--- config.mk ---
export PLATFORM = sky130hd
export DESIGN_NAME = refcounted_slot_allocator_unit
export DESIGN_NICKNAME = d
export VERILOG_FILES = /design/src/sv/rcsa_pkg.sv /design/src/sv/rcsa_first_zero.sv /design/src/sv/refcounted_slot_allocator_unit.sv
export SDC_FILE = /design/constraint.sdc
export NUM_CORES = 1
export LEC_CHECK = 0
export BUFFER_PORTS_ARGS = -buffer_cell sky130_fd_sc_hd__buf_2
export CAP_MARGIN = 20
export CORE_ASPECT_RATIO = 0.8
export CORE_MARGIN = 2
export CORE_UTILIZATION = 40
export DETAILED_ROUTE_END_ITERATION = 8
export PLACE_DENSITY = 0.61
export SYNTH_ARGS = -nofsm -noshare
export SYNTH_HDL_FRONTEND = slang
export SYNTH_SLANG_ARGS = --single-unit
--- constraint.sdc ---
create_clock -name clk -period 11.3 [get_ports clk]
set_clock_uncertainty 0.2 [all_clocks]
set_input_delay 1.13 -clock clk [delete_from_list [all_inputs] [get_ports clk]]
set_output_delay 1.13 -clock clk [all_outputs]
set_load 0.02 [all_outputs]
--- src/sv/rcsa_pkg.sv ---
`timescale 1ns / 1ps
// ----------------------------------------------------------------------------
// rcsa_pkg
// Request and status codes and default sizes of the slot allocator.
// ----------------------------------------------------------------------------
package rcsa_pkg;

    localparam int SLOTS_PER_PAGE_DEF = 32;
    localparam int PAGES_DEF          = 4;
    localparam int COUNT_BITS_DEF     = 8;

    localparam logic [1:0] REQ_ALLOC = 2'd0;
    localparam logic [1:0] REQ_ADD   = 2'd1;
    localparam logic [1:0] REQ_DROP  = 2'd2;

    localparam logic [1:0] ST_OK       = 2'd0;
    localparam logic [1:0] ST_FULL     = 2'd1;
    localparam logic [1:0] ST_NOT_BUSY = 2'd2;
    localparam logic [1:0] ST_OVERFLOW = 2'd3;

endpackage

--- src/sv/rcsa_first_zero.sv ---
`timescale 1ns / 1ps
// ----------------------------------------------------------------------------
// rcsa_first_zero
// Lowest clear bit of a vector: isolate it with one add, then encode.
// ----------------------------------------------------------------------------
module rcsa_first_zero #(
    parameter int W = 32
) (
    input  logic [W-1:0]                 bits,
    output logic                         found,
    output logic [(W > 1 ? $clog2(W) : 1)-1:0] index
);

    localparam int IW = (W > 1) ? $clog2(W) : 1;

    logic [W-1:0] free_bits;
    logic [W-1:0] lowest;

    assign free_bits = ~bits;
    assign lowest    = free_bits & (~free_bits + W'(1));
    assign found     = |free_bits;

    // one-hot to binary: OR in the index of the single set bit
    always_comb
    begin
        index = '0;
        for (int i = 0; i < W; i++)
        begin
            if (lowest[i])
            begin
                index = index | IW'(i);
            end
        end
    end

endmodule

--- src/sv/refcounted_slot_allocator_unit.sv ---
`timescale 1ns / 1ps
// ----------------------------------------------------------------------------
// refcounted_slot_allocator_unit
// Reference-counted slot pool with allocate, add-reference and drop-reference.
// ----------------------------------------------------------------------------
// In a request's accept cycle the unit picks the page (first non-full page
// for an allocate, the handle's page otherwise) and issues reads of that
// page's busy-bit row and of the slot's count; in the execute state it
// evaluates the request on the read data, writes the row and the count
// back and loads the result register. A new request is taken only
// once the previous one has written back, so one memory write port per store
// suffices and no forwarding is needed. The result register holds a finished
// result while the next request is taken; that request waits in the execute
// state until the result is taken. Counts live in a plain memory that needs no
// clearing after reset: a slot's count is read as zero unless its busy bit is
// set. Busy rows carry one valid bit per page, and per-page full flags steer
// allocation, so reset is immediate and there is no clearing pass.
// ----------------------------------------------------------------------------
module refcounted_slot_allocator_unit #(
    parameter int SLOTS_PER_PAGE = rcsa_pkg::SLOTS_PER_PAGE_DEF,
    parameter int PAGES          = rcsa_pkg::PAGES_DEF,
    parameter int COUNT_BITS     = rcsa_pkg::COUNT_BITS_DEF
) (
    input  logic       clk,
    input  logic       rst_n,

    input  logic       in_valid,
    output logic       in_ready,
    input  logic [1:0] req_type,
    input  logic [6:0] slot_handle,

    output logic       out_valid,
    input  logic       out_ready,
    output logic [6:0] granted_slot,
    output logic [1:0] status,
    output logic       released,
    output logic [7:0] ref_count,
    output logic [7:0] used_slots
);

    localparam int TOTAL   = SLOTS_PER_PAGE * PAGES;
    localparam int SLOT_W  = (TOTAL > 1) ? $clog2(TOTAL) : 1;
    localparam int PAGE_W  = (PAGES > 1) ? $clog2(PAGES) : 1;
    localparam int OFF_W   = (SLOTS_PER_PAGE > 1) ? $clog2(SLOTS_PER_PAGE) : 1;
    localparam int TOT_W   = $clog2(TOTAL + 1);
    localparam int HANDLES = 128;

    localparam logic [COUNT_BITS-1:0] CNT_MAX = {COUNT_BITS{1'b1}};

    typedef enum logic { S_IDLE, S_EXEC } state_t;

    // ------------------------------------------------------------------
    // Storage: busy-bit rows per page, counts per slot
    // ------------------------------------------------------------------
    logic [SLOTS_PER_PAGE-1:0] row_mem [PAGES];
    logic [COUNT_BITS-1:0]     refs_mem [TOTAL];

    // handle to page and offset, worked out at elaboration
    logic [PAGE_W-1:0] page_lut [HANDLES];
    logic [OFF_W-1:0]  off_lut  [HANDLES];

    for (genvar i = 0; i < HANDLES; i++)
    begin : g_lut
        assign page_lut[i] = PAGE_W'(i / SLOTS_PER_PAGE);
        assign off_lut[i]  = OFF_W'(i % SLOTS_PER_PAGE);
    end

    // ------------------------------------------------------------------
    // Registers
    // ------------------------------------------------------------------
    state_t              state_reg, state_next;
    logic [1:0]          req_reg;
    logic [6:0]          handle_reg;
    logic                in_pool_reg;
    logic                pool_full_reg;
    logic [PAGE_W-1:0]   page_reg;
    logic [OFF_W-1:0]    off_reg;
    logic [SLOT_W-1:0]   slot_reg;
    logic                row_hit_reg;
    logic [SLOTS_PER_PAGE-1:0] row_rd_reg;
    logic [COUNT_BITS-1:0]     refs_rd_reg;

    logic [PAGES-1:0]    page_full_reg, page_full_next;
    logic [PAGES-1:0]    row_valid_reg, row_valid_next;
    logic [TOT_W-1:0]    total_reg, total_next;

    logic                out_valid_reg, out_valid_next;
    logic [6:0]          granted_reg, granted_next;
    logic [1:0]          status_reg, status_next;
    logic                released_reg, released_next;
    logic [7:0]          count_reg, count_next;
    logic [7:0]          used_reg, used_next;

    // ------------------------------------------------------------------
    // Accept cycle: choose page and slot, issue reads
    // ------------------------------------------------------------------
    logic              accept;
    logic              page_avail;
    logic [PAGE_W-1:0] alloc_page;
    logic              h_in_pool;
    logic [PAGE_W-1:0] issue_page;
    logic [OFF_W-1:0]  issue_off;
    logic [SLOT_W-1:0] issue_slot;

    assign in_ready = (state_reg == S_IDLE);
    assign accept   = in_valid && in_ready;

    rcsa_first_zero #(
        .W     (PAGES)
    ) u_page_pick (
        .bits  (page_full_reg),
        .found (page_avail),
        .index (alloc_page)
    );

    assign h_in_pool = 32'(slot_handle) < 32'(TOTAL);

    always_comb
    begin
        issue_off  = off_lut[slot_handle];
        issue_slot = SLOT_W'(slot_handle);
        if (req_type == rcsa_pkg::REQ_ALLOC)
        begin
            issue_page = alloc_page;
        end
        else if (h_in_pool)
        begin
            issue_page = page_lut[slot_handle];
        end
        else
        begin
            // keep reads inside the arrays; the result is gated anyway
            issue_page = '0;
            issue_slot = '0;
        end
    end

    always_ff @(posedge clk)
    begin
        if (accept)
        begin
            req_reg       <= req_type;
            handle_reg    <= slot_handle;
            in_pool_reg   <= h_in_pool;
            pool_full_reg <= !page_avail;
            page_reg      <= issue_page;
            off_reg       <= issue_off;
            slot_reg      <= issue_slot;
            row_hit_reg   <= row_valid_reg[issue_page];
            row_rd_reg    <= row_mem[issue_page];
            refs_rd_reg   <= refs_mem[issue_slot];
        end
    end

    // ------------------------------------------------------------------
    // Execute cycle: evaluate the request on read data, write back
    // ------------------------------------------------------------------
    logic [SLOTS_PER_PAGE-1:0] row_eff;
    logic [SLOTS_PER_PAGE-1:0] row_wdata;
    logic                      row_we;
    logic [COUNT_BITS-1:0]     ref_wdata;
    logic [SLOT_W-1:0]         ref_waddr;
    logic                      ref_we;
    logic                      slot_free;
    logic [OFF_W-1:0]          free_off;
    logic                      slot_busy;
    logic [COUNT_BITS-1:0]     cnt_cur;
    logic [COUNT_BITS-1:0]     cnt_dec;
    logic [SLOT_W-1:0]         alloc_slot;
    logic                      commit;

    // a page row never written reads as all free
    assign row_eff   = row_hit_reg ? row_rd_reg : '0;
    assign slot_busy = in_pool_reg && row_eff[off_reg];
    assign cnt_cur   = slot_busy ? refs_rd_reg : '0;
    assign cnt_dec   = cnt_cur - COUNT_BITS'(1);
    assign commit    = (state_reg == S_EXEC) && (!out_valid_reg || out_ready);

    rcsa_first_zero #(
        .W     (SLOTS_PER_PAGE)
    ) u_slot_pick (
        .bits  (row_eff),
        .found (slot_free),
        .index (free_off)
    );

    assign alloc_slot = SLOT_W'(32'(page_reg) * 32'(SLOTS_PER_PAGE) + 32'(free_off));

    always_comb
    begin
        state_next     = state_reg;
        page_full_next = page_full_reg;
        row_valid_next = row_valid_reg;
        total_next     = total_reg;
        out_valid_next = out_valid_reg;
        granted_next   = granted_reg;
        status_next    = status_reg;
        released_next  = released_reg;
        count_next     = count_reg;
        used_next      = used_reg;
        row_we         = 1'b0;
        row_wdata      = row_eff;
        ref_we         = 1'b0;
        ref_waddr      = slot_reg;
        ref_wdata      = cnt_cur;

        // drop the result once taken
        if (out_valid_reg && out_ready)
        begin
            out_valid_next = 1'b0;
        end

        case (state_reg)
            S_IDLE:
            begin
                if (accept)
                begin
                    state_next = S_EXEC;
                end
            end
            S_EXEC:
            begin
                if (commit)
                begin
                    logic [COUNT_BITS-1:0] cnt_out;
                    logic [TOT_W-1:0]      tot_out;
                    logic [6:0]            slot_out;
                    cnt_out       = cnt_cur;
                    tot_out       = total_reg;
                    slot_out      = handle_reg;
                    status_next   = rcsa_pkg::ST_OK;
                    released_next = 1'b0;

                    case (req_reg)
                        rcsa_pkg::REQ_ALLOC:
                        begin
                            if (pool_full_reg || !slot_free)
                            begin
                                status_next = rcsa_pkg::ST_FULL;
                                slot_out    = '0;
                                cnt_out     = '0;
                            end
                            else
                            begin
                                row_wdata[free_off]      = 1'b1;
                                row_we                   = 1'b1;
                                row_valid_next[page_reg] = 1'b1;
                                page_full_next[page_reg] = &row_wdata;
                                ref_we                   = 1'b1;
                                ref_waddr                = alloc_slot;
                                ref_wdata                = COUNT_BITS'(1);
                                tot_out                  = total_reg + TOT_W'(1);
                                slot_out                 = 7'(32'(alloc_slot));
                                cnt_out                  = COUNT_BITS'(1);
                            end
                        end
                        rcsa_pkg::REQ_ADD:
                        begin
                            if (!slot_busy)
                            begin
                                status_next = rcsa_pkg::ST_NOT_BUSY;
                                cnt_out     = '0;
                            end
                            else if (cnt_cur == CNT_MAX)
                            begin
                                status_next = rcsa_pkg::ST_OVERFLOW;
                            end
                            else
                            begin
                                ref_we    = 1'b1;
                                ref_wdata = cnt_cur + COUNT_BITS'(1);
                                cnt_out   = cnt_cur + COUNT_BITS'(1);
                            end
                        end
                        rcsa_pkg::REQ_DROP:
                        begin
                            if (!slot_busy)
                            begin
                                status_next = rcsa_pkg::ST_NOT_BUSY;
                                cnt_out     = '0;
                            end
                            else
                            begin
                                ref_we    = 1'b1;
                                ref_wdata = cnt_dec;
                                cnt_out   = cnt_dec;
                                if (cnt_dec == '0)
                                begin
                                    // last reference gone: free the slot
                                    row_wdata[off_reg]       = 1'b0;
                                    row_we                   = 1'b1;
                                    page_full_next[page_reg] = 1'b0;
                                    tot_out                  = total_reg - TOT_W'(1);
                                    released_next            = 1'b1;
                                end
                            end
                        end
                        default:
                        begin
                            // unknown request: report the current count only
                        end
                    endcase

                    total_next     = tot_out;
                    granted_next   = slot_out;
                    count_next     = 8'(32'(cnt_out));
                    used_next      = 8'(32'(tot_out));
                    out_valid_next = 1'b1;
                    state_next     = S_IDLE;
                end
            end
            default:
            begin
                state_next = S_IDLE;
            end
        endcase
    end

    always_ff @(posedge clk or negedge rst_n)
    begin
        if (!rst_n)
        begin
            state_reg     <= S_IDLE;
            page_full_reg <= '0;
            row_valid_reg <= '0;
            total_reg     <= '0;
            out_valid_reg <= 1'b0;
        end
        else
        begin
            state_reg     <= state_next;
            page_full_reg <= page_full_next;
            row_valid_reg <= row_valid_next;
            total_reg     <= total_next;
            out_valid_reg <= out_valid_next;
        end
    end

    always_ff @(posedge clk)
    begin
        granted_reg  <= granted_next;
        status_reg   <= status_next;
        released_reg <= released_next;
        count_reg    <= count_next;
        used_reg     <= used_next;
    end

    always_ff @(posedge clk)
    begin
        if (row_we)
        begin
            row_mem[page_reg] <= row_wdata;
        end
    end

    always_ff @(posedge clk)
    begin
        if (ref_we)
        begin
            refs_mem[ref_waddr] <= ref_wdata;
        end
    end

    assign out_valid    = out_valid_reg;
    assign granted_slot = granted_reg;
    assign status       = status_reg;
    assign released     = released_reg;
    assign ref_count    = count_reg;
    assign used_slots   = used_reg;

    // ------------------------------------------------------------------
    // Assertions
    // ------------------------------------------------------------------
`ifndef SYNTHESIS
    a_total_bounded: assert property (@(posedge clk) disable iff (!rst_n)
        32'(total_reg) <= 32'(TOTAL))
        else $error("busy slot total exceeds pool size");

    a_full_needs_row: assert property (@(posedge clk) disable iff (!rst_n)
        (page_full_reg & ~row_valid_reg) == '0)
        else $error("page marked full without a written busy row");

    a_release_clean: assert property (@(posedge clk) disable iff (!rst_n)
        out_valid && released |-> status == rcsa_pkg::ST_OK && ref_count == 8'd0)
        else $error("release reported with nonzero count or error status");

    a_full_is_full: assert property (@(posedge clk) disable iff (!rst_n)
        out_valid && status == rcsa_pkg::ST_FULL |-> &page_full_reg)
        else $error("pool full reported while a page has a free slot");
`endif

endmodule
==> summary.md <==
| Metric | Value |
|---|---|
| Via count of the first global-routing pass | 27288 |
| Number of flops mapped to enable cells by yosys | between 1000 and 1500 |
| Min-Delay Path Class | in2async |
| Highest ir drop seen on vdd | approximately 0.13 mV |
| H-tree depth | 3 |
| Number of post-CTS setup repair buffers | 0 |
| Largest stage delay on the critical path | 890 ps |
| Post-synthesis sequential element count | ~1200 |
| Layer carrying the most global-route usage | met1 |
| Post-layout power | approximately 0.012 W |
| Crit end category | flip-flop |
| Crit start category | flip-flop |
| Crit-path max FO | 67 |
| Crit path max-delay family | simple AND/OR/NAND/NOR gates |
| Data required, critical path | between 10000 and 15000 ps |
| Critical path arrival | 8040 ps |
| Wire length of the first global-routing pass | 199 mm |
| Peak Freq | between 100 and 150 MHz |
| Global router's overall resource usage | about a fifth |
| Number of flip-flops under the largest register name | about 1000 |
| Levels on crit path | 17 |
| Clock tree from TritonCTS | done |
| Core Area | about 130000 um2 |
| Fraction of layout cells with a size suffix above 1 | between 20% and 30% |
| Detail Placement HPWL | approximately 85 mm |
| Proportion of synthesized flip-flops having asynchronous set or reset | roughly 1.4% |
| Post-route setup TNS | 0 ps |
| Critical R2R Launch | off_reg[0] |
| Synth warnings | 0 |
| Most used cells in the layout excluding fill and tap cells | edfxtp_1, mux4_2, nand2_1, nor2_1, clkbuf_16 |
| Placed cells | between 4000 and 5000 |
| Unrepaired setup endpoints after global routing | false |
| Count of instances resized after the clock tree is built | 0 |
| Synthesized instance count | roughly 2800 |
| Clock transition time at the flip-flop clock pins of the worst setup and hold paths | ~60 ps |
| Met1 routing resource usage after global routing | approximately 32% |
| Count of pins on the block boundary | 41 |
| Inserted Clock Buffers | around 120 |
| Slowest-stage cell, CP | edfxtp_1 |
| Crit path cell chain | xor2_1, o221ai_1, a2bb2oi_1, or4_4, nor2_1, nand2_1, inv_1, ha_1, nand4_1, nor2_1, nor2_1, nor2_1, a21oi_1, o22a_1, o21ai_0, and2_4, buf_4 |
| Die width | ~410 um |
| Via-per-instance ratio | between 6 and 7 |
| Number of setup violations in the final report | 0 |
| Last weighted congestion value of the routability-driven placer | just over 0.9 |
| Buffer levels on the longest clock path | 3 |
| Result of the run | complete, no violations |
| Starting density of the core | between 40 and 50% |
| Input/output buffers | 40 |
| Total clock sinks | 1249 |
| Synth Area per Inst | around 18 um2 |
| CTS hold repair buffers | 0 |
| Post-synth top flop | edfxtp_1 |
| DRT antenna net count | 0 |
| Cell Rows | between 100 and 150 |
| Remaining global-route overflow | 0 |
| Final number of max-transition violations | 0 |
| Worst-Skew Late Latency | roughly 740 ps |
| Root Driver | clkbuf_16 |
| Post-route insts no fill | around 4700 |
| M2 GR Usage | between 20 and 30% |
| Vias | roughly 28000 |
| Most common library cell in the layout ignoring fill and taps | edfxtp_1 |
| Worst setup path class | reg2reg |
| Seq/Total Area, Yosys | about 72% |
| Final wirelength | ~140 mm |
| Slew margin rel. | between 10% and 20% |
| Distinct cell type count after synthesis | 84 |
| Die boundary height | around 330 um |
| Number of maximum-capacitance constraint violations | 0 |
| Power density cells | 202 nW/um2 |
| Synthesized netlist net count | roughly 2800 |
| Average routed wire per standard cell | about 29 um |
| Number of antenna violations at the first check in global routing | 9 |
| GR Layer Usage met3 | around 5.6% |
| Largest net degree at the start of global routing | 156 |
| Launch point of the critical path | off_reg[0] |
| Worst Path Buf+Inv | 2 |
| Leakage | 18.2 nW |
| Total standard cell area after synthesis | 51600 um2 |
| Synthesis-to-layout area growth | 12.3% |
| NumNets Final | 2866 |
| Final worst path period need | about 7800 ps |
| Detailed-routing iteration count for the pre-antenna-repair pass | 6 |
| Area of the die | around 130000 um2 |
| Number of cells on the worst reg-to-reg path | 17 |
| Final worst path period share | between 60% and 70% |
| Number of DRC violations after detailed routing | 0 |
| Cell repeated most along the worst path | nor2_1 |
| Endpoints failing hold | 0 |
| Slew of the pin with the lowest slew margin | 1200 ps |
| Drt first-iter violations | about 4200 |
[path summary, 6_finish.rpt]
kind	slack [ps]	endpoint
hold / removal	140	out_valid
max in group asynchronous	10410	row_valid_reg[3]
setup reg to reg	3450	refs_mem[58][1]
hold reg to reg	270	row_valid_reg[3]
min in group clk	270	row_valid_reg[3]
setup / recovery	3450	refs_mem[58][1]
[cell families after synthesis]
family / after synthesis / synth area share (%)
compound gates: 253 / 3.30
simple gates: 715 / 6.74
flops: 1249 / 72.5
xor+xnor: 21 / 0.356
mux: 356 / 15.2
buf+inv: 210 / 1.75
fa+ha+maj: 6 / 0.141
[power breakdown]
| group | internal (W) | total [W] | leakage [nW] | switching (W) |
|---|---|---|---|---|
| Combinational | 0.000408 | 0.00173 | 4.66 | 0.00133 |
| Clock | 0.00234 | 0.00410 | 1.94 | 0.00176 |
| Sequential | 0.00571 | 0.00588 | 11.6 | 0.000174 |
| Total | 0.00846 | 0.0117 | 18.2 | 0.00326 |
[synth_stat cells (35+ instances only)]
master / count / area [um2]
mux4_2: 342 / 7700
nand3_1: 38 / 190
o21ai_0: 43 / 215
nand2_1: 229 / 860
a31oi_1: 48 / 300
nor2_1: 191 / 717
and3_1: 44 / 275
nor3_1: 36 / 180
clkbuf_1: 105 / 394
a21oi_1: 51 / 255
edfxtp_1: 1231 / 37000
buf_1: 35 / 131
[worst reg2reg max path, stage by stage (launching register included)]
cell and delay (ps):
edfxtp_1 890, xor2_1 730, o221ai_1 290, a2bb2oi_1 210, or4_4 570, nor2_1 710
nand2_1 310, inv_1 160, ha_1 300, nand4_1 210, nor2_1 520, nor2_1 250
nor2_1 160, a21oi_1 50, o22a_1 210, o21ai_0 150, and2_4 700, buf_4 870
[cell type report]
class / instances / area, um2
fill: 10730 / 69700
sequential: 1249 / 37400
multi-input combinational: 1351 / 13500
clock buffer: 130 / 3000
tap: 1725 / 2160
clock inverter: 87 / 1030
timing repair buffer: 103 / 739
inverter: 26 / 97.6
antenna: 1 / 2.50
[through the flow]
stage                     util, %  hold slack, ps  cell area (um2)  worst slack, ps
final                        45.4             143            57900             3450
after global routing         45.4             120            57900             3050
after CTS                    45.4            92.9            57900             3720
after detailed placement     42.2             263            53900             3720
after global placement       42.2             252            53900             3820
after floorplan                 -             235            51600             2710
[routing by layer]
layer / share of wire, % / up-vias
met4: 1.7 / 4
met5: 0.021 / -
met3: 11 / 170
li1: - / 11562
met2: 43 / 1746
met1: 44 / 14583
Power figures use the tool's default switching activity.
